==> config.mk <==
export PLATFORM = sky130hd
export DESIGN_NAME = stbs_ctrl
export DESIGN_NICKNAME = d
export VERILOG_FILES = /design/src/rtl/core/stbs_pkg.sv /design/src/rtl/core/stbs_ctrl.sv
export SDC_FILE = /design/constraint.sdc
export NUM_CORES = 1
export LEC_CHECK = 0
export BUFFER_PORTS_ARGS = -buffer_cell sky130_fd_sc_hd__buf_2
export CAP_MARGIN = 20
export CORE_AREA = 10 10 47 49
export DETAILED_ROUTE_END_ITERATION = 8
export DIE_AREA = 0 0 57 59
export PLACE_DENSITY = 0.35
export SLEW_MARGIN = 40
export SYNTH_ARGS = -nofsm -noshare
export SYNTH_HDL_FRONTEND = slang
export SYNTH_SLANG_ARGS = --single-unit
==> constraint.sdc <==
create_clock -name clk -period 1.2 [get_ports clk]
set_input_delay 0.12 -clock clk [delete_from_list [all_inputs] [get_ports clk]]
set_output_delay 0.12 -clock clk [all_outputs]
set_load 0.02 [all_outputs]
==> src/rtl/core/stbs_pkg.sv <==
// ----------------------------------------------------------------------------
// stbs_pkg
// Shared widths, item kinds and controller/datapath handshake types for the
// sorted table binary search unit.
// ----------------------------------------------------------------------------
package stbs_pkg;

  localparam int KIND_W  = 1;
  localparam int POS_W   = 10;
  localparam int VAL_W   = 32;
  localparam int CNT_W   = 11;
  localparam int PROBE_W = 4;

  localparam logic [KIND_W-1:0] KIND_WRITE  = 1'b0;
  localparam logic [KIND_W-1:0] KIND_SEARCH = 1'b1;

  typedef struct packed {
    logic write;
    logic start;
    logic step;
    logic publish;
  } cmd_t;

  typedef struct packed {
    logic start_done;
    logic step_done;
  } sts_t;

endpackage

==> src/rtl/core/stbs_ctrl.sv <==
// ----------------------------------------------------------------------------
// stbs_ctrl
// Controller: accepts words, sequences the search probes and hands the
// finished result to the output register.
// ----------------------------------------------------------------------------
module stbs_ctrl (
  input  logic                         clk,
  input  logic                         rst_n,
  input  logic                         in_valid,
  input  logic [stbs_pkg::KIND_W-1:0]  in_kind,
  output logic                         in_ready,
  input  logic                         out_ready,
  output logic                         out_valid,
  output stbs_pkg::cmd_t               cmd,
  input  stbs_pkg::sts_t               sts
);
  import stbs_pkg::*;

  localparam logic [1:0] ST_IDLE   = 2'd0;
  localparam logic [1:0] ST_SEARCH = 2'd1;
  localparam logic [1:0] ST_HOLD   = 2'd2;

  logic [1:0] state_r, state_nxt;
  logic       out_valid_r, out_valid_nxt;

  always_comb begin
    state_nxt     = state_r;
    out_valid_nxt = out_valid_r;
    cmd           = '0;
    in_ready      = 1'b0;
    if (out_ready) begin
      out_valid_nxt = 1'b0;
    end
    case (state_r)
      ST_IDLE: begin
        in_ready = 1'b1;
        if (in_valid) begin
          if (in_kind == KIND_SEARCH) begin
            cmd.start = 1'b1;
            state_nxt = sts.start_done ? ST_HOLD : ST_SEARCH;
          end else begin
            cmd.write = 1'b1;
          end
        end
      end
      ST_SEARCH: begin
        cmd.step = 1'b1;
        if (sts.step_done) begin
          state_nxt = ST_HOLD;
        end
      end
      ST_HOLD: begin
        if (!out_valid_r || out_ready) begin
          cmd.publish   = 1'b1;
          out_valid_nxt = 1'b1;
          state_nxt     = ST_IDLE;
        end
      end
      default: begin
        state_nxt = ST_IDLE;
      end
    endcase
  end

  always_ff @(posedge clk) begin
    if (!rst_n) begin
      state_r     <= ST_IDLE;
      out_valid_r <= 1'b0;
    end else begin
      state_r     <= state_nxt;
      out_valid_r <= out_valid_nxt;
    end
  end

  assign out_valid = out_valid_r;

endmodule

**Word level (Yosys, flattened, before mapping)**

Index checks and enable logic that the tools add are counted.

- Equality and inequality tests: 6
- Reduce and logical (&&, ||, !) cells: 4
- Muxes and demuxes: 17

Operator list:

| cell | count |
|---|---|
| 2-bit 2-to-1 mux | 7 |
| 1-bit 2-to-1 mux | 9 |
| 2-bit inequality test (second input constant) | 4 |
| 2-bit one-hot mux with 3 select lines | 1 |
| 4-bit AND reduction | 1 |
| 2-bit by 1-bit == test with 1-bit output (second input constant) | 1 |
| 2-bit == test (second input constant) | 1 |
| 2-bit logical NOT | 1 |
| 1-bit logical NOT | 1 |
| 1-bit logical OR | 1 |

- Input bits: 7
- Flip-flop bits (word level): 3
- Output and inout port bits: 6

**Logic depth before layout (Yosys ltp)**

Gate-level depths: netlist of run 1.

- Word-level depth: 4
- Gate-level depth with buffers: 3

**Least setup slack after synthesis of run 1**

No wires, ideal clock.

- Path type: register -> output
- Start point: register state_r[1]
- End point: output port cmd[3] (netlist bit)
- Path buffers: 0
- Required time: 1,080 ps
- Stages on the path, launching flop included: 2
- Data arrival time: 1,142 ps
- Path slack: -62 ps
- Path through: dfxtp_1 nor4b_1

RTL lines:

| what | line | source |
|---|---|---|
| start: declaration | stbs_ctrl.sv:23 | `logic [1:0] state_r, state_nxt;` |
| start signal: assignment | stbs_ctrl.sv:70 | `state_r <= state_nxt;` |
| end: declaration | stbs_ctrl.sv:14 | `output stbs_pkg::cmd_t cmd,` |

==> results of run 1 <==
==> synth_stat cells <==
cell      instances  area (sq um)
nor2b_4           1          13.8
nor2_1            1          3.75
nand2_1           1          3.75
o31ai_1           1          7.51
a21boi_2          1          11.3
and3b_1           1          8.76
nor4b_1           1          8.76
nand2b_2          1          8.76
nand4_1           1          6.26
nand2b_1          2          12.5
dfxtp_1           3          60.1
nor3_1            1          5.00
nor2b_1           1          6.26
o2bb2a_4          1          20.0
a21boi_1          1          7.51
==> cell type report <==
cell class | count | area, sq um | area share [%]
Clock buffer | 4 | 26.3 | 8.17
Sequential cell | 3 | 65.1 | 20.2
Multi-Input combinational cell | 15 | 143 | 44.4
Tap cell | 16 | 20.0 | 6.23
Timing Repair Buffer | 12 | 67.6 | 21.0
==> registers in the layout (all words and copies together) (netlist names) <==
signal,cells
state_r,2
out_valid,1
==> logic make-up (layout without fill, tap and decap cells) <==
group                  after synthesis  after routing
buffers and inverters                0             16
AND/OR/NAND/NOR                     11             11
AO/OA/AOI/OAI                        4              4
flip-flops                           3              3
==> metal layers <==
layer	up-vias	wire length, um	share of wire [%]
met2	15	164	28
met5	-	0	0
met1	88	297	52
li1	100	-	-
met4	0	0	0
met3	0	114	20
==> stage by stage <==
| step | setup slack [ns] | util [%] |
|---|---|---|
| final | 0.0653 | 22.9 |
| after global routing | 0.000933 | 22.9 |
| after CTS | 0.0118 | 21.5 |
| after detailed placement | 0.206 | 19.3 |
| after global placement | 0.209 | 19.3 |
| after floorplan | 0.160 | - |
==> path summary, 6_finish.rpt <==
check | start | endpoint | slack [ns]
worst max register to register | state_r[0] | state_r[1] | 0.28
worst min register to register | out_valid | out_valid | 0.54
worst min-delay path | rst_n | state_r[0] | 0.16
worst max-delay path | state_r[1] | cmd[3] | 0.07
==> what timing repair did <==
action	in CTS	in global routing
pin swaps	0	1
cloned	0	0
gates resized for setup	3	6
endpoints found under the setup margin	2	3
==> worst max-delay path, stage by stage, from the launching register on <==
cell and delay [ns]:
dfxtp_4 0.37, nor4b_2 0.24, buf_4 0.18
==> cells in the final DEF (no fill, tap or decap) <==
| cell type | synthesis | routed |
|---|---|---|
| dfxtp_2 | 0 | 1 |
| o31ai_1 | 1 | 1 |
| dfxtp_1 | 3 | 1 |
| nor2b_4 | 1 | 1 |
| nand2b_4 | 0 | 1 |
| and3b_1 | 1 | 1 |
| a21boi_2 | 1 | 1 |
| nor4b_2 | 0 | 1 |
| nor3_2 | 0 | 1 |
| buf_2 | 0 | 9 |
| nor2_1 | 1 | 1 |
| dfxtp_4 | 0 | 1 |
| nor2b_2 | 0 | 1 |
| clkbuf_4 | 0 | 3 |
| buf_4 | 0 | 3 |
| nand2_1 | 1 | 1 |
| a21boi_1 | 1 | 1 |
| clkbuf_1 | 0 | 1 |
| o2bb2a_4 | 1 | 1 |
| nand2b_1 | 2 | 2 |
| nand4_1 | 1 | 1 |
==> power by group through the flow <==
stage | clock, uW | combinational (uW) | sequential [uW]
4_1_cts | 187 | 61.2 | 111
3_3_place_gp | 0 | 59.3 | 111
5_1_grt | 197 | 71.3 | 111
6_report | 177 | 65.6 | 110
3_5_place_dp | 0 | 60.1 | 111
2_1_floorplan | 0 | 33.1 | 112
==> flow_metrics.tcl, run 1 <==
set metrics [dict create \
    status "complete, no violations" \
    yosys.cell_types.count 15 \
    die_height_um 59 \
    final.period_utilization_pct 94.6 \
    ios 13 \
    postLayoutCellArea_sq_um 322 \
    rsz0062_at_grt "false" \
    min_path_cells 2 \
    grt_pass1_wl_um 883 \
    relSlewSlack_pct 87.3 \
    post_cts_buffers 0 \
    synth_nets 25 \
    fin_crit_ns 1.13 \
    reg2regPathDepth 3 \
    synthMuxAreaShare_pct 0 \
    clk_transition_reported_paths_ns 0.04 \
    synthXorXnorAreaFrac_pct 0 \
    stdcell_count 50 \
    nFillCells 159 \
    use_met1_pct 4.28 \
    seqPwrFrac_pct 31.1 \
    drtIter0Drc 6 \
    synth_seq_area_share_pct 32.7 \
    synth_top_family_by_area "simple AND/OR/NAND/NOR gates" \
    hp-class "in2reg" \
    clock_skew_ns 0.00605 \
    hold_ws_ns 0.162 \
    drv_cap 0 \
    crit_type "reg2out" \
    p_clk_share_pct 50.3 \
    grt-busiest-layer "met1" \
    syn_area_sq_um 184 \
    worst_pin_slew_ns 0.189 \
    critPathRequiredTime_ns 1.08 \
    clock-sinks 3 \
    port-buffer-count 12 \
    dieArea_sq_um 3360 \
    p_sw_uw 92.6 \
    final_max_slew_viol_count 0 \
    htree_levels 1 \
    area_growth_pct 74.8 \
    gr-usage-met2_pct 3.10 \
    irDropWorstVdd_v 0.000380 \
    fin_setup_tns_ns 0 \
    synth_cells 18 \
    rows 14 \
    synth_compound_area_share_pct 25.2 \
    hold_violations 0 \
    dp_cells 46 \
    grt_pass1_vias 209 \
    use_met3_pct 3.65 \
    diodes 0 \
    powerDensity_nw_per_um2 1100 \
    final_nets 42 \
    drtPass1Iterations 4 \
    drc_errors 0 \
    power_leakage_uw 0.000138 \
    cp.arrival_ns 1.01 \
    max_freq_mhz 881 \
    routed_wl_um 576 \
    grt_usage_pct 3.67 \
    finalSetupViolCount 0 \
    core_sq_um 1400 \
    cts_tree "done" \
    via_per_inst 4.06 \
    end_kind "output port" \
    avgSynthCellArea_sq_um 10.2 \
    p_sw_share_pct 26.2 \
    cp_max_fo 6 \
    synth-simple-area-share_pct 42.2 \
    combPwrFrac_pct 18.6 \
    crit_path_start_kind "flip-flop" \
    post_dp_cell_area_sq_um 270 \
    grt-ovfl-total 0 \
    fp.dieW_um 57 \
    ys_ff_latch 3 \
    place_congestion 0.747 \
    routedWlPerCell_um 11.5 \
    finalPower_uw 353 \
    layout-drive-gt1-share_pct 70.6 \
    synth_fa_ha_area_share_pct 0 \
    ant_nets 0 \
    ctsLongestPathBuffers 2 \
    ys_warn_count 0 \
    detailroute.via_count 203 \
    cell_internal_pwr_uw 260 \
    insertion_delay_ns 0.23 \
    numCtsBuffers 3 \
    start_util_pct 13.1 \
    antenna_found_initial 0 \
    grt_max_degree 8 \
    holdBufCountCts 0 \
    cts_root_buffer "clkbuf_4" \
]
(Power assumes the default switching activity.)
==> inputs of run 2 (changes only) <==
Settings changed: BUFFER_PORTS_ARGS -buffer_cell sky130_fd_sc_hd__buf_2 to default, DONT_BUFFER_PORTS from default to 1, PLACE_DENSITY 0.35 to 0.3.
==> flow_metrics.tcl, run 2 (synthesis results as in run 1) <==
set metrics [dict create \
    drtIter0Drc 1 \
    insertion_delay_ns 0.24 \
    grt-ovfl-total 0 \
    detailroute.via_count 189 \
    hold_ws_ns 0.0373 \
    end_kind "output port" \
    via_per_inst 4.30 \
    core_sq_um 1400 \
    fin_setup_tns_ns 0 \
    cp.arrival_ns 1.03 \
    seqPwrFrac_pct 32.1 \
    numCtsBuffers 3 \
    top_register "state_r" \
    post_cts_buffers 0 \
    irDropWorstVdd_v 0.000329 \
    htree_levels 1 \
    powerDensity_nw_per_um2 1150 \
    drc_errors 0 \
    combPwrFrac_pct 15.9 \
    finalSetupViolCount 0 \
    routedWlPerCell_um 12.3 \
    cts_root_buffer "clkbuf_4" \
    reg2reg_from "state_r[0]" \
    worst_pin_slew_ns 0.198 \
    final_max_slew_viol_count 0 \
    routed_wl_um 542 \
    hp-class "in2reg" \
    final_cell_mix "buf_4 (6), clkbuf_4 (3), nand2b_1 (2)" \
    p_sw_share_pct 25.2 \
    min-delay-start "rst_n" \
    ios 13 \
    area_growth_pct 63.3 \
    p_sw_uw 86.8 \
    start_util_pct 13.1 \
    reg2regPathDepth 3 \
    postLayoutCoreUtil_pct 21.4 \
    hpwlAfterDp_um 461 \
    fin_crit_ns 1.15 \
    clk_transition_reported_paths_ns 0.04 \
    critPathRequiredTime_ns 1.08 \
    min_path_cells 1 \
    nFillCells 168 \
    diodes 0 \
    final.period_utilization_pct 95.9 \
    worstReg2RegEnd "state_r[1]" \
    ant_nets 0 \
    largest_register_ffs 2 \
    hold_violations 0 \
    crit_type "reg2out" \
    layout_commonest_cell "buf_4" \
    cp_max_fo 7 \
    holdBufCountCts 0 \
    antenna_found_initial 0 \
    cts_tree "done" \
    max_freq_mhz 869 \
    clock-sinks 3 \
    power_leakage_uw 0.000116 \
    grt_pass1_vias 192 \
    crit_path_start_kind "flip-flop" \
    fp.dieW_um 57 \
    place_congestion 0.637 \
    whs_endpoint "state_r[1]" \
    clock_skew_ns 0.00537 \
    cell_internal_pwr_uw 258 \
    dieArea_sq_um 3360 \
    die_height_um 59 \
    rsz0062_at_grt "false" \
    status "complete, no violations" \
    grt_pass1_wl_um 848 \
    relSlewSlack_pct 86.7 \
    final_nets 36 \
    ctsLongestPathBuffers 2 \
    layout-drive-gt1-share_pct 57.1 \
    r2r_slack_ns 0.30 \
    grt_usage_pct 3.71 \
    p_clk_share_pct 52.1 \
    drv_cap 0 \
    grt_max_degree 8 \
    port-buffer-count 0 \
    rows 14 \
    drtPass1Iterations 2 \
]
-- run 2: cell type report --
cell class / count / area [sq um] / share of cell area, %
Clock buffer: 4 / 26.3 / 8.75
Multi-Input combinational cell: 15 / 144 / 47.9
Sequential cell: 3 / 65.1 / 21.7
Tap cell: 16 / 20.0 / 6.67
Timing Repair Buffer: 6 / 45.0 / 15.0
-- run 2: how the worst max path moves through the flow --
stage / slack (ns) / from / cells after the start / endpoint
finish: 0.05 / state_r[0] / 2 / cmd[3]
global route: 0.007 / state_r[1] / 3 / cmd[0]
CTS: 0.01 / state_r[0] / 3 / cmd[0]
detailed placement: 0.22 / state_r[1] / 3 / cmd[0]
global placement: 0.22 / state_r[0] / 3 / state_r[1]
floorplan: 0.16 / state_r[1] / 3 / state_r[1]
-- run 2: routing by layer --
| layer | vias to the layer above | global-route usage (%) | wire length, um |
|---|---|---|---|
| li1 | 88 | - | - |
| met1 | 91 | 2.59 | 178 |
| met2 | 7 | 5.43 | 293 |
| met3 | 3 | 3.00 | 46 |
| met4 | 0 | 5.03 | 24 |
| met5 | - | 0 | 0 |
-- run 2: what timing repair did --
item	4_1_cts	5_1_grt
gates resized for setup	2	3
pin swaps	0	1
setup endpoints to repair	1	2
-- run 2: worst max-delay path, stage by stage (launching register included) --
cell     delay, ns
dfxtp_4       0.36
nor4b_4       0.26
buf_4         0.17
-- run 2: power groups by stage --
stage | registers [uW] | clock network, uW | logic, uW
after detailed placement | 111 | 0 | 52.8
after global placement | 111 | 0 | 53.6
final | 110 | 179 | 54.7
after global routing | 111 | 192 | 58.4
after floorplan | 112 | 0 | 33.1
after CTS | 110 | 187 | 52.9
-- run 2: per-stage QoR --
stage | cells | worst slack (ns) | power (uW) | cell area, sq um
global route | 44 | 0.00702 | 361 | 300
floorplan | 18 | 0.160 | 145 | 190
finish | 44 | 0.0495 | 344 | 300
CTS | 44 | 0.0122 | 350 | 284
detailed placement | 40 | 0.224 | 164 | 255
global placement | 40 | 0.224 | 165 | 255
